--- config.mk ---
export PLATFORM = sky130hd
export DESIGN_NAME = sbi_divider
export DESIGN_NICKNAME = d
export VERILOG_FILES = /design/src/hdl/sbi_pkg.sv /design/src/hdl/sbi_divider.sv
export SDC_FILE = /design/constraint.sdc
export NUM_CORES = 1
export LEC_CHECK = 0
export BUFFER_PORTS_ARGS = -buffer_cell sky130_fd_sc_hd__buf_2
export CORE_AREA = 2 2 132 134
export DETAILED_ROUTE_END_ITERATION = 10
export DIE_AREA = 0 0 134 136
export PLACE_DENSITY = 0.55
export SYNTH_ARGS = -nofsm -noshare
export SYNTH_HDL_FRONTEND = slang
export SYNTH_SLANG_ARGS = --single-unit
--- constraint.sdc ---
create_clock -name i_clk -period 8.2 [get_ports i_clk]
set_clock_uncertainty 0.1 [all_clocks]
set_input_delay 0 -clock i_clk [delete_from_list [all_inputs] [get_ports i_clk]]
set_output_delay 0 -clock i_clk [all_outputs]
set_load 0.02 [all_outputs]
--- src/hdl/sbi_pkg.sv ---
// ----------------------------------------------------------------------------
// sbi_pkg
// Shared constants and types for the script bytecode interpreter.
// ----------------------------------------------------------------------------
package sbi_pkg;

    localparam int PROGRAM_DEPTH_DEF  = 256;
    localparam int VARIABLE_COUNT_DEF = 32;
    localparam int STACK_DEPTH_DEF    = 8;

    localparam logic [1:0] ACT_EXEC   = 2'd0;
    localparam logic [1:0] ACT_APPEND = 2'd1;
    localparam logic [1:0] ACT_STEP   = 2'd2;
    localparam logic [1:0] ACT_RSVD   = 2'd3;

    localparam logic [7:0] OP_NOP  = 8'h00;
    localparam logic [7:0] OP_ADD  = 8'h01;
    localparam logic [7:0] OP_SUB  = 8'h02;
    localparam logic [7:0] OP_MUL  = 8'h03;
    localparam logic [7:0] OP_DIV  = 8'h04;
    localparam logic [7:0] OP_MOD  = 8'h05;
    localparam logic [7:0] OP_AND  = 8'h06;
    localparam logic [7:0] OP_OR   = 8'h07;
    localparam logic [7:0] OP_NE   = 8'h08;
    localparam logic [7:0] OP_EQ   = 8'h09;
    localparam logic [7:0] OP_GT   = 8'h0A;
    localparam logic [7:0] OP_GE   = 8'h0B;
    localparam logic [7:0] OP_LT   = 8'h0C;
    localparam logic [7:0] OP_LE   = 8'h0D;
    localparam logic [7:0] OP_SHL  = 8'h0E;
    localparam logic [7:0] OP_SHR  = 8'h0F;
    localparam logic [7:0] OP_GOTO = 8'h10;
    localparam logic [7:0] OP_WAIT = 8'h11;
    localparam logic [7:0] OP_GET  = 8'h12;
    localparam logic [7:0] OP_SET  = 8'h13;
    localparam logic [7:0] OP_IF   = 8'h14;
    localparam logic [7:0] OP_CALL = 8'h15;
    localparam logic [7:0] OP_RET  = 8'h16;
    localparam logic [7:0] OP_RUN  = 8'h17;
    localparam logic [7:0] OP_DBG  = 8'h18;
    localparam logic [7:0] OP_UNUSED = 8'hFF;

    localparam logic [3:0] TY_VAR  = 4'd0;
    localparam logic [3:0] TY_PER1 = 4'd1;
    localparam logic [3:0] TY_PER2 = 4'd2;
    localparam logic [3:0] TY_PIN  = 4'd3;
    localparam logic [3:0] TY_PER4 = 4'd4;
    localparam logic [3:0] TY_PER5 = 4'd5;
    localparam logic [3:0] TY_PER6 = 4'd6;
    localparam logic [3:0] TY_VER  = 4'd7;
    localparam logic [3:0] TY_IMM  = 4'd8;
    localparam logic [3:0] TY_UNUSED = 4'd15;

    // divider control handed to the shared divide unit
    typedef struct packed {
        logic        start;
        logic [31:0] dividend;
        logic [31:0] divisor;
    } t_div_req;

    typedef struct packed {
        logic        done;
        logic [31:0] quotient;
        logic [31:0] remainder;
    } t_div_rsp;

endpackage

--- src/hdl/sbi_divider.sv ---
// ----------------------------------------------------------------------------
// sbi_divider
// Unsigned restoring divider, one quotient bit per cycle.
// ----------------------------------------------------------------------------
module sbi_divider (
    input  logic              i_clk,
    input  logic              i_rst_n,
    input  sbi_pkg::t_div_req i_req,
    output sbi_pkg::t_div_rsp o_rsp
);
    logic [31:0] r_quo;
    logic [31:0] r_rem;
    logic [31:0] r_den;
    logic [5:0]  r_cnt;
    logic        r_busy;
    logic        r_done;
    logic [32:0] w_trial;

    assign w_trial = {r_rem, r_quo[31]} - {1'b0, r_den};

    always_ff @(posedge i_clk) begin
        if (!i_rst_n) begin
            r_busy <= 1'b0;
            r_done <= 1'b0;
            r_cnt  <= '0;
        end else begin
            r_done <= 1'b0;
            if (i_req.start) begin
                r_busy <= 1'b1;
                r_quo  <= i_req.dividend;
                r_den  <= i_req.divisor;
                r_rem  <= '0;
                r_cnt  <= 6'd0;
            end else if (r_busy) begin
                // shift in one dividend bit, subtract if it fits
                if (!w_trial[32]) begin
                    r_rem <= w_trial[31:0];
                    r_quo <= {r_quo[30:0], 1'b1};
                end else begin
                    r_rem <= {r_rem[30:0], r_quo[31]};
                    r_quo <= {r_quo[30:0], 1'b0};
                end
                r_cnt <= r_cnt + 6'd1;
                if (r_cnt == 6'd31) begin
                    r_busy <= 1'b0;
                    r_done <= 1'b1;
                end
            end
        end
    end

    assign o_rsp.done      = r_done;
    assign o_rsp.quotient  = r_quo;
    assign o_rsp.remainder = r_rem;
endmodule

==> key figures, run 1 <==
Timing
  – RSZ-0062 raised after global routing: no
  – Final min period: 3560 ps
  – Final hold vios: 0
  – Worst-Margin Slew: between 900 and 1000 ps
  – Slew headroom: 35.2%
  – Max Transition Viols Final: 0
  – Setup TNS: 0 ps
  – Final setup violation count: 0
  – Final period util: a little over two fifths
  – Setup ws final: 4640 ps
  – Fmax: ~0.28 GHz

Setup path
  – Critical path arrival: roughly 3700 ps
  – RR Startpoint: r_quo[31]
  – Origin of the worst setup path: r_quo[31]
  – CP Launch Type: register
  – Worst-path fanout max: 22
  – Setup crit end kind: register
  – Worst Setup EP: r_rem[1]
  – R2R setup slack: 4640 ps
  – Critical Path RT: 8300 ps
  – Kind of critical path: reg -> reg
  – Register-to-Register Path Depth: 13
  – R2R Path End: r_rem[1]

Placement
  – RePlAce Congestion: ~0.87
  – Worst slack, placed: approximately 4600 ps
  – Port bufs: 131
  – Detail Placement HPWL: 9.72 mm
  – Cells after DPL: 851

Clock network
  – Clock-pin transition on the worst setup and hold timing paths: 80 ps
  – Clock insertion delay at the later pin of the skew report: 350 ps
  – Number of post-CTS setup repair buffers: 0
  – Num CTS Buffers: 9
  – Clock buffer depth: 2
  – CTS Sinks: 104
  – Post-cts hold buffer count: 65
  – H-tree levels: 3
  – Post-CTS resize count: 0
  – Root buffer cell: clkbuf_16
  – CTS tree: done

Finish
  – Final Util: roughly 45%
  – Area delta synth->final: 32.1%
  – Share of layout cells above drive strength 1: a little over a quarter
  – Nets: 803
  – Most frequent cells in the layout: 131 x buf_2, 96 x edfxtp_1, 65 x dlygate4sd3_1
  – Fin cells: 932
  – Commonest non-fill, non-tap cell in the layout: buf_2
  – # diodes: 0

Global routing
  – Met3 usage: approximately 4.7%
  – Initial antenna violation count: 0
  – Tot GR Track Use: 16.4%
  – Largest net degree at the start of global routing: 66
  – Vias in the first global route: 4853
  – Global-route wire length before repair: 23.6 mm
  – Grt met2 use: 28.6%
  – Top Usage Layer GRT: met2
  – Met1 Usage GRT: 19.7%
  – Total grt overflow: 0

Synth
  – Yosys warns: 0
  – EDFF count, synth: 96
  – Mapped Nets: between 600 and 700
  – Post-synth design cell area: 5810 µm²
  – Yosys cell types: 54
  – Ys async rst share: 0%
  – Post-synthesis sequential area ratio: 52.4%
  – Seq cells post-synth: between 100 and 150
  – Average size of a mapped cell: between 10 and 15 µm²
  – Main synth FF type: edfxtp_1
  – Post-Syn Instances: just over 500

Floorplanning
  – Die W: 134 µm
  – Chip Height: 136 µm
  – Site Rows: between 40 and 50
  – I/O Pins: 132
  – Initial Util: 34.4%
  – CORE AREA: 16900 µm²
  – Die Area: 18200 µm²

Hold path
  – Hold Path Cell Cnt: 2
  – Hold Crit Class: in -> reg

Route
  – Drt first pass iters: 4
  – Via count: 4548
  – Drt initial violations: 241
  – Avg WL per Cell: between 15 and 20 µm
  – Routed wire length: 14.2 mm
  – Routed Antenna Nets: 0
  – Vias per cell: 4.88
  – DRC: 0

Job
  – Max Cap Viol: 0

Power
  – Power per Cell Area: between 200 and 250 nW/µm²
  – Worst vdd ir: 112 µV
  – Total chip power: 1.56 mW
  – P_leak: 3.23 nW

Status
  – Run status: complete, no violations
==> cell type report <==
class                      count  area, µm²
sequential                   104       3040
clock inverter                 4       32.5
inverter                      43        161
fill                        1594       9210
multi-input combinational    343       2540
tap                          225        282
clock buffer                  12        268
timing repair buffer         201       1340
==> cell families after synthesis <==
kind of cell	synth area share, %
AND/OR/NAND/NOR	10.5
flip-flops	52.4
AO/OA/AOI/OAI	11.0
buffers and inverters	4.01
multiplexers	10.6
adder cells (fa/ha/maj)	7.46
XOR/XNOR	4.07
==> state kept, by name, indices dropped and copies added, names as in the netlist <==
name	cells
r_busy	1
r_cnt	6
r_den	32
r_done	1
r_quo	32
r_rem	32
==> per-stage QoR <==
step	area [µm²]	hold WS [ps]
finish	7670	253
CTS	7670	243
detailed placement	6720	78.1
global placement	6720	76.9
floorplan	5810	-1.13
global route	7670	248
==> report_power, final <==
| group | internal (mW) | switching (mW) |
|---|---|---|
| Clock | 0.236 | 0.199 |
| Combinational | 0.204 | 0.253 |
| Sequential | 0.636 | 0.0266 |
==> per-layer routing <==
metal	wire (µm)	share of wire [%]
met1	6330	45
met2	6750	48
met3	935	6.6
met4	168	1.2
met5	0	0
==> worst max-delay path, cell delays in order, from the launching register on <==
cell and delay, ps:
edfxtp_1 370, inv_1 60, ha_1 220, fa_1 390
nand2b_1 180, a21oi_1 280, o21a_1 260, o2111ai_2 160
a211oi_1 320, nor4_2 110, xnor2_2 150, buf_4 330
mux2_1 360, nor2_1 110
==> synth_stat cells, drive strengths merged (3+ instances only) <==
library cell	number	area, µm²
dfxtp	8	160
nand4	7	43.8
mux2	34	383
o211ai	4	30.0
nand3	4	20.0
and3	5	31.3
a21o	5	37.5
o21a	9	67.6
xnor2	17	149
nand2b	8	50.1
a21oi	35	175
mux2i	23	230
a31oi	3	18.8
o31ai	4	30.0
o31a	3	26.3
clkbuf	11	41.3
o21ai	19	95.1
and2	5	31.3
buf	6	30.0
inv	43	161
nor2	47	176
nor4	5	37.5
nor3	7	35.0
xor2	10	87.6
ha	33	413
edfxtp	96	2880
or3	3	18.8
nand2	24	90.1
==> how the worst min path moves through the flow <==
stage          startpoint        end  slack [ps]
2_1_floorplan    i_req[0]   r_den[0]          -1
3_3_place_gp    i_req[10]  r_den[10]          80
3_5_place_dp    i_req[21]  r_den[21]          80
4_1_cts         i_req[17]  r_den[17]         240
5_1_grt         i_req[10]  r_den[10]         250
6_report         i_req[3]   r_den[3]         250
No activity file was read; power rests on OpenSTA's default activity.
==> inputs of run 2 (changes only) <==
- clock period: 8.2 -> 3.72 ns (I/O delays scaled with it)
==> run 2 against run 1 <==
Fmax grew 3.7%. Critical path depth decreased by 1. Global-route usage fell by 0.39 points. Clock power is 120% higher. Sequential share of layout area decreased by 0.44 points. Non-clock buffer count rose by 4.
==> key figures, run 2 (synthesized netlist as in run 1, its figures left out) <==
Clock network
  – Clock insertion delay at the later pin of the skew report: 360 ps
  – Clock-pin transition on the worst setup and hold timing paths: 70 ps
  – H-tree levels: 3
  – CTS tree: done
  – CTS Sinks: 104
  – Clock buffer depth: 2
  – Root buffer cell: clkbuf_16
  – Num CTS Buffers: 9

Finish
  – Nets: 807
  – Final Util: 45.9%
  – Commonest non-fill, non-tap cell in the layout: buf_2
  – # diodes: 0
  – Registers with the most flip-flops: r_den: 32 flops, r_quo: 32 flops, r_rem: 32 flops
  – Layout fillers: 1541
  – Share of layout cells above drive strength 1: 27.7%
  – Area delta synth->final: 33.6%
  – Most frequent cells in the layout: 131 x buf_2, 96 x edfxtp_1, 66 x dlygate4sd3_1

Global routing
  – Largest net degree at the start of global routing: 54
  – Initial antenna violation count: 0
  – Total grt overflow: 0
  – Vias in the first global route: 4694
  – Tot GR Track Use: between 10% and 20%
  – Global-route wire length before repair: about 23 mm

Timing
  – Worst-Margin Slew: 828 ps
  – Final period util: 92.4%
  – Final setup violation count: 0
  – Max Transition Viols Final: 0
  – Slew headroom: 44.8%
  – Final hold vios: 0
  – Setup TNS: 0 ps
  – Hold Slack: 245 ps
  – RSZ-0062 raised after global routing: no
  – Final min period: about 3400 ps
  – Fmax: just under 0.3 GHz

Setup path
  – Worst-path fanout max: 18
  – Kind of critical path: reg -> reg
  – CP Launch Type: register
  – Critical Path RT: 3700 ps
  – Setup crit end kind: register
  – Critical path arrival: 3420 ps

Job
  – Max Cap Viol: 0

Route
  – Drt first pass iters: 5
  – Avg WL per Cell: between 15 and 20 µm
  – Via count: 4614
  – Vias per cell: 4.93
  – DRC: 0
  – Routed wire length: 14.1 mm
  – Drt initial violations: roughly 260
  – Routed Antenna Nets: 0

Power
  – Power per Cell Area: 445 nW/µm²
  – Worst vdd ir: 229 µV
  – P_leak: between 3 and 4 nW

Floorplanning
  – I/O Pins: 132
  – Chip Height: 136 µm
  – Initial Util: around a third
  – Die W: between 100 and 150 µm
  – Die Area: about 18000 µm²
  – CORE AREA: 16900 µm²
  – Site Rows: 48

Hold path
  – Hold Crit Class: in -> reg

Placement
  – Port bufs: ~130
  – RePlAce Congestion: 0.889
  – Detail Placement HPWL: 9.89 mm

Status
  – Run status: complete, no violations
## run 2: cell type report
| type | count | area (µm²) | share of cell area [%] |
|---|---|---|---|
| Timing Repair Buffer | 205 | 1430 | 18.4 |
| Clock buffer | 9 | 225 | 2.90 |
| Clock inverter | 7 | 63.8 | 0.823 |
| Tap cell | 225 | 282 | 3.63 |
| Multi-Input combinational cell | 343 | 2550 | 32.9 |
| Sequential cell | 104 | 3040 | 39.2 |
| Inverter | 43 | 161 | 2.08 |
## run 2: through the flow
stage | instance area [µm²] | worst slack (ps) | total power, mW | std cells
detailed placement | 6770 | 108 | 2.46 | 851
global placement | 6770 | 208 | 2.45 | 851
CTS | 7720 | 49.6 | 3.47 | 933
floorplan | 5810 | 449 | 2.19 | 507
finish | 7750 | 282 | 3.45 | 936
global route | 7750 | 38.5 | 3.65 | 936
## run 2: critical path, stage by stage, from the launching register on
cell and delay, ps:
edfxtp_1 420, ha_1 390, a21oi_1 180, o21ai_1 140, a221oi_1 380, nor3b_2 310
a211oi_2 120, nor4_2 350, xnor2_2 150, buf_4 170, buf_12 170, mux2i_1 210
nor2_1 60
## run 2: routing by layer
layer,GRT usage (%),vias to the layer above,share of wire (%)
li1,-,2264,-
met5,0,-,0
met1,19.6,2157,43
met2,26.7,178,47
met4,5.02,0,1.4
met3,5.18,15,8.2
## run 2: repair_timing
item | 4_1_cts | 5_1_grt
hold buffers | 66 | 0
hold endpoints to repair | 79 | 0
buffers inserted | 0 | 3
gates resized for setup | 0 | 3
setup endpoints to repair | 0 | 29
## run 2: final timing paths
| path | startpoint | to | slack, ps | cells past startpoint |
|---|---|---|---|---|
| max | r_rem[12] | r_rem[9] | 280 | 12 |
| min | i_req[9] | r_den[9] | 240 | 2 |
| max reg2reg | r_rem[12] | r_rem[9] | 280 | 12 |
| min reg2reg | r_cnt[5] | r_done | 370 | 1 |
## run 2: report_power, final
group          internal (mW)  switching, mW
Clock                  0.471          0.466
Sequential              1.40         0.0576
Combinational          0.485          0.572
Total                   2.36           1.10
==> inputs of run 3 (changes only) <==
- ABC_AREA: not set -> 1
- CORE_AREA: 2 2 132 134 -> 2 2 145 147
- DIE_AREA: 0 0 134 136 -> 0 0 147 149
- PLACE_DENSITY: 0.55 -> 0.54
==> run 3 against run 2 <==
Cell count up 54%. Power up 18%. Via count up 36%. Worst hold slack worse by 220 ps. Critical path depth up 5.
==> key figures, run 3 <==
Timing
  – Slew headroom: between 40% and 50%
  – Fmax: 0.364 GHz
  – Max Transition Viols Final: 0
  – Final setup violation count: 0
  – Worst-Margin Slew: 814 ps
  – Setup TNS: 0 ps
  – Final period util: 73.8%
  – Final min period: 2740 ps
  – RSZ-0062 raised after global routing: no
  – Final hold vios: 0

Synth
  – Seq cells post-synth: 104
  – Yosys cell types: 35
  – Main synth FF type: edfxtp_1
  – Area contributors post-synth: edfxtp_1 41%, nand2_1 22%, inv_1 9.1%
  – Ys async rst share: 0%
  – Post-synth top area share: 41.3%
  – Mapped Nets: roughly 1100
  – Top cells by count, synth: 409 x nand2_1, 169 x inv_1, 108 x nor2_1
  – Average size of a mapped cell: a little over 7 µm²
  – Count leader, synth: nand2_1
  – Largest area contributor in the netlist: edfxtp_1
  – Compound-Gate Fraction of Synth Area: 2.98%
  – Simple-gate share of the synthesized area: around a third
  – Yosys warns: 0
  – Largest family of logic cells by synthesized area: simple AND/OR/NAND/NOR gates
  – Multiplexer share of the synthesized area: 0%
  – Post-synthesis sequential area ratio: 43.6%
  – EDFF count, synth: 96
  – Post-Syn Instances: 967
  – Synth Area in Adders: 6.21%
  – Synth Area in XOR/XNOR: ~1.8%
  – Post-synth design cell area: 6980 µm²

Power
  – Cell Int Power: 2.46 mW
  – Clock power frac: 24.5%
  – Power per Cell Area: 458 nW/µm²
  – Seq pwr share: 37.5%
  – P_leak: 4.69 nW
  – Net Sw Frac: 39.5%
  – Worst vdd ir: 261 µV
  – Sw Pwr: between 1.5 and 2 mW
  – Comb pwr share: a little under two fifths

Clock network
  – Clock-pin transition on the worst setup and hold timing paths: roughly 80 ps
  – CTS Sinks: 104
  – Root buffer cell: clkbuf_16
  – CTS tree: done
  – Post-cts hold buffer count: 65
  – Number of post-CTS setup repair buffers: 0
  – Clock buffer depth: 2
  – Post-CTS resize count: 0
  – Num CTS Buffers: 9
  – H-tree levels: 3
  – Clock insertion delay at the later pin of the skew report: 370 ps

Floorplanning
  – Die Area: between 20000 and 25000 µm²
  – CORE AREA: around 20000 µm²
  – Die W: 147 µm
  – Site Rows: 53
  – I/O Pins: 132
  – Chip Height: 149 µm
  – Initial Util: about a third

Status
  – Run status: complete, no violations

Hold path
  – Hold path start: i_req[64]
  – Hold Path Cell Cnt: 2
  – Worst Hold End: r_done
  – Hold Crit Class: in -> reg

Route
  – Drt first pass iters: 5
  – Vias per cell: 4.35
  – Avg WL per Cell: 12.9 µm
  – Routed Antenna Nets: 0
  – Routed wire length: between 15 and 20 mm
  – DRC: 0
  – Drt initial violations: around 350
  – Via count: 6264

Setup path
  – Worst-path fanout max: 33
  – RR Startpoint: r_quo[31]
  – R2R setup slack: approximately 1000 ps
  – Critical Path RT: 3740 ps
  – Kind of critical path: reg -> reg
  – CP Launch Type: register
  – Setup crit end kind: register
  – Register-to-Register Path Depth: 17
  – R2R Path End: r_rem[21]
  – Critical path arrival: 2770 ps

Finish
  – Layout fillers: 2185
  – FF+latch area: 3040 µm²
  – # diodes: 0
  – Commonest non-fill, non-tap cell in the layout: nand2_1
  – Most frequent cells in the layout: 408 x nand2_1, 169 x inv_1, 131 x buf_2
  – Fin cells: 1441
  – Nets: 1262
  – Multi-input gate area: 3180 µm²
  – Share of layout cells above drive strength 1: between 10% and 20%
  – Area delta synth->final: 26.9%
  – Registers with the most flip-flops: r_den: 32 flops, r_quo: 32 flops, r_rem: 32 flops

Placement
  – Cells after DPL: 1360
  – Port bufs: 131
  – Detail Placement HPWL: 13.7 mm
  – RePlAce Congestion: between 0.8 and 0.9

Global routing
  – Tot GR Track Use: 17.2%
  – Initial antenna violation count: 0
  – Global-route wire length before repair: 29.9 mm
  – Total grt overflow: 0
  – Largest net degree at the start of global routing: 40
  – Vias in the first global route: just over 6000

Job
  – Max Cap Viol: 0
[run 3: changes by cell type in the layout (fill, tap and decap cells not counted), moves of 11 or more]
cell     delta
nand2_1   +384
inv_1     +126
nor2_1     +61
mux2_2     -32
nand3_1    +25
mux2i_1    -23
xnor2_1    -15
a21oi_1    -11
nand2_2    +11
o21ai_0    -11
[run 3: layer usage]
metal	wire length [µm]	track usage, %	up-vias
met1	8850	22.6	2765
met3	817	3.88	14
met4	199	3.03	0
li1	-	-	3352
met5	0	0	-
met2	8690	29.6	133
[run 3: power by group through the flow]
stage / combinational [mW] / sequential [mW] / clock (mW)
final: 1.54 / 1.52 / 0.996
after detailed placement: 1.50 / 1.55 / 0
after floorplan: 1.03 / 1.65 / 0
after CTS: 1.56 / 1.53 / 1.03
after global placement: 1.49 / 1.55 / 0
after global routing: 1.75 / 1.54 / 1.06
[run 3: through the flow]
| stage | utilization, % | area, µm² | setup slack, ps | power, mW | hold WS (ps) |
|---|---|---|---|---|---|
| 2_1_floorplan | - | 6980 | 1190 | 2.67 | -1.13 |
| 3_3_place_gp | 38.5 | 7910 | 1040 | 3.04 | 76.5 |
| 3_5_place_dp | 38.5 | 7910 | 959 | 3.05 | 78.1 |
| 4_1_cts | 43.1 | 8860 | 931 | 4.11 | 25.5 |
| 5_1_grt | 43.1 | 8860 | 700 | 4.35 | 46.1 |
| 6_report | 43.1 | 8860 | 976 | 4.06 | 29.1 |
[run 3: cells by family after synthesis]
group                    after synthesis
AO/OA/AOI/OAI                         36
XOR/XNOR                              14
adder cells (fa/ha/maj)               34
buffers and inverters                189
flip-flops                           104
AND/OR/NAND/NOR                      590
[run 3: critical path: stages (launching register included)]
cell	delay [ps]
edfxtp_1	360
inv_1	50
ha_1	220
fa_1	400
inv_1	90
nand2_1	70
nand2_1	90
nand3_1	90
nand2_2	120
nand2_2	60
nand2_2	100
nand2_4	80
nand2_4	80
nand2_2	60
nand2_4	300
nand2_1	100
nand2_1	70
nor2_1	50
[run 3: final cells by class]
cell class,count,share of cell area (%)
Clock buffer,9,2.54
Multi-Input combinational cell,674,35.9
Inverter,172,7.29
Tap cell,275,3.89
Timing Repair Buffer,200,15.2
Clock inverter,7,0.805
Sequential cell,104,34.4
[run 3: worst max-delay path by stage]
stage	slack (ps)	endpoint	depth (start not counted)	start
6_report	980	r_rem[21]	17	r_quo[31]
4_1_cts	930	r_rem[18]	17	r_quo[31]
3_5_place_dp	960	r_rem[18]	17	r_quo[31]
2_1_floorplan	1190	r_rem[11]	18	r_quo[31]
3_3_place_gp	1040	r_rem[22]	17	r_quo[31]
5_1_grt	700	r_rem[21]	17	r_quo[31]
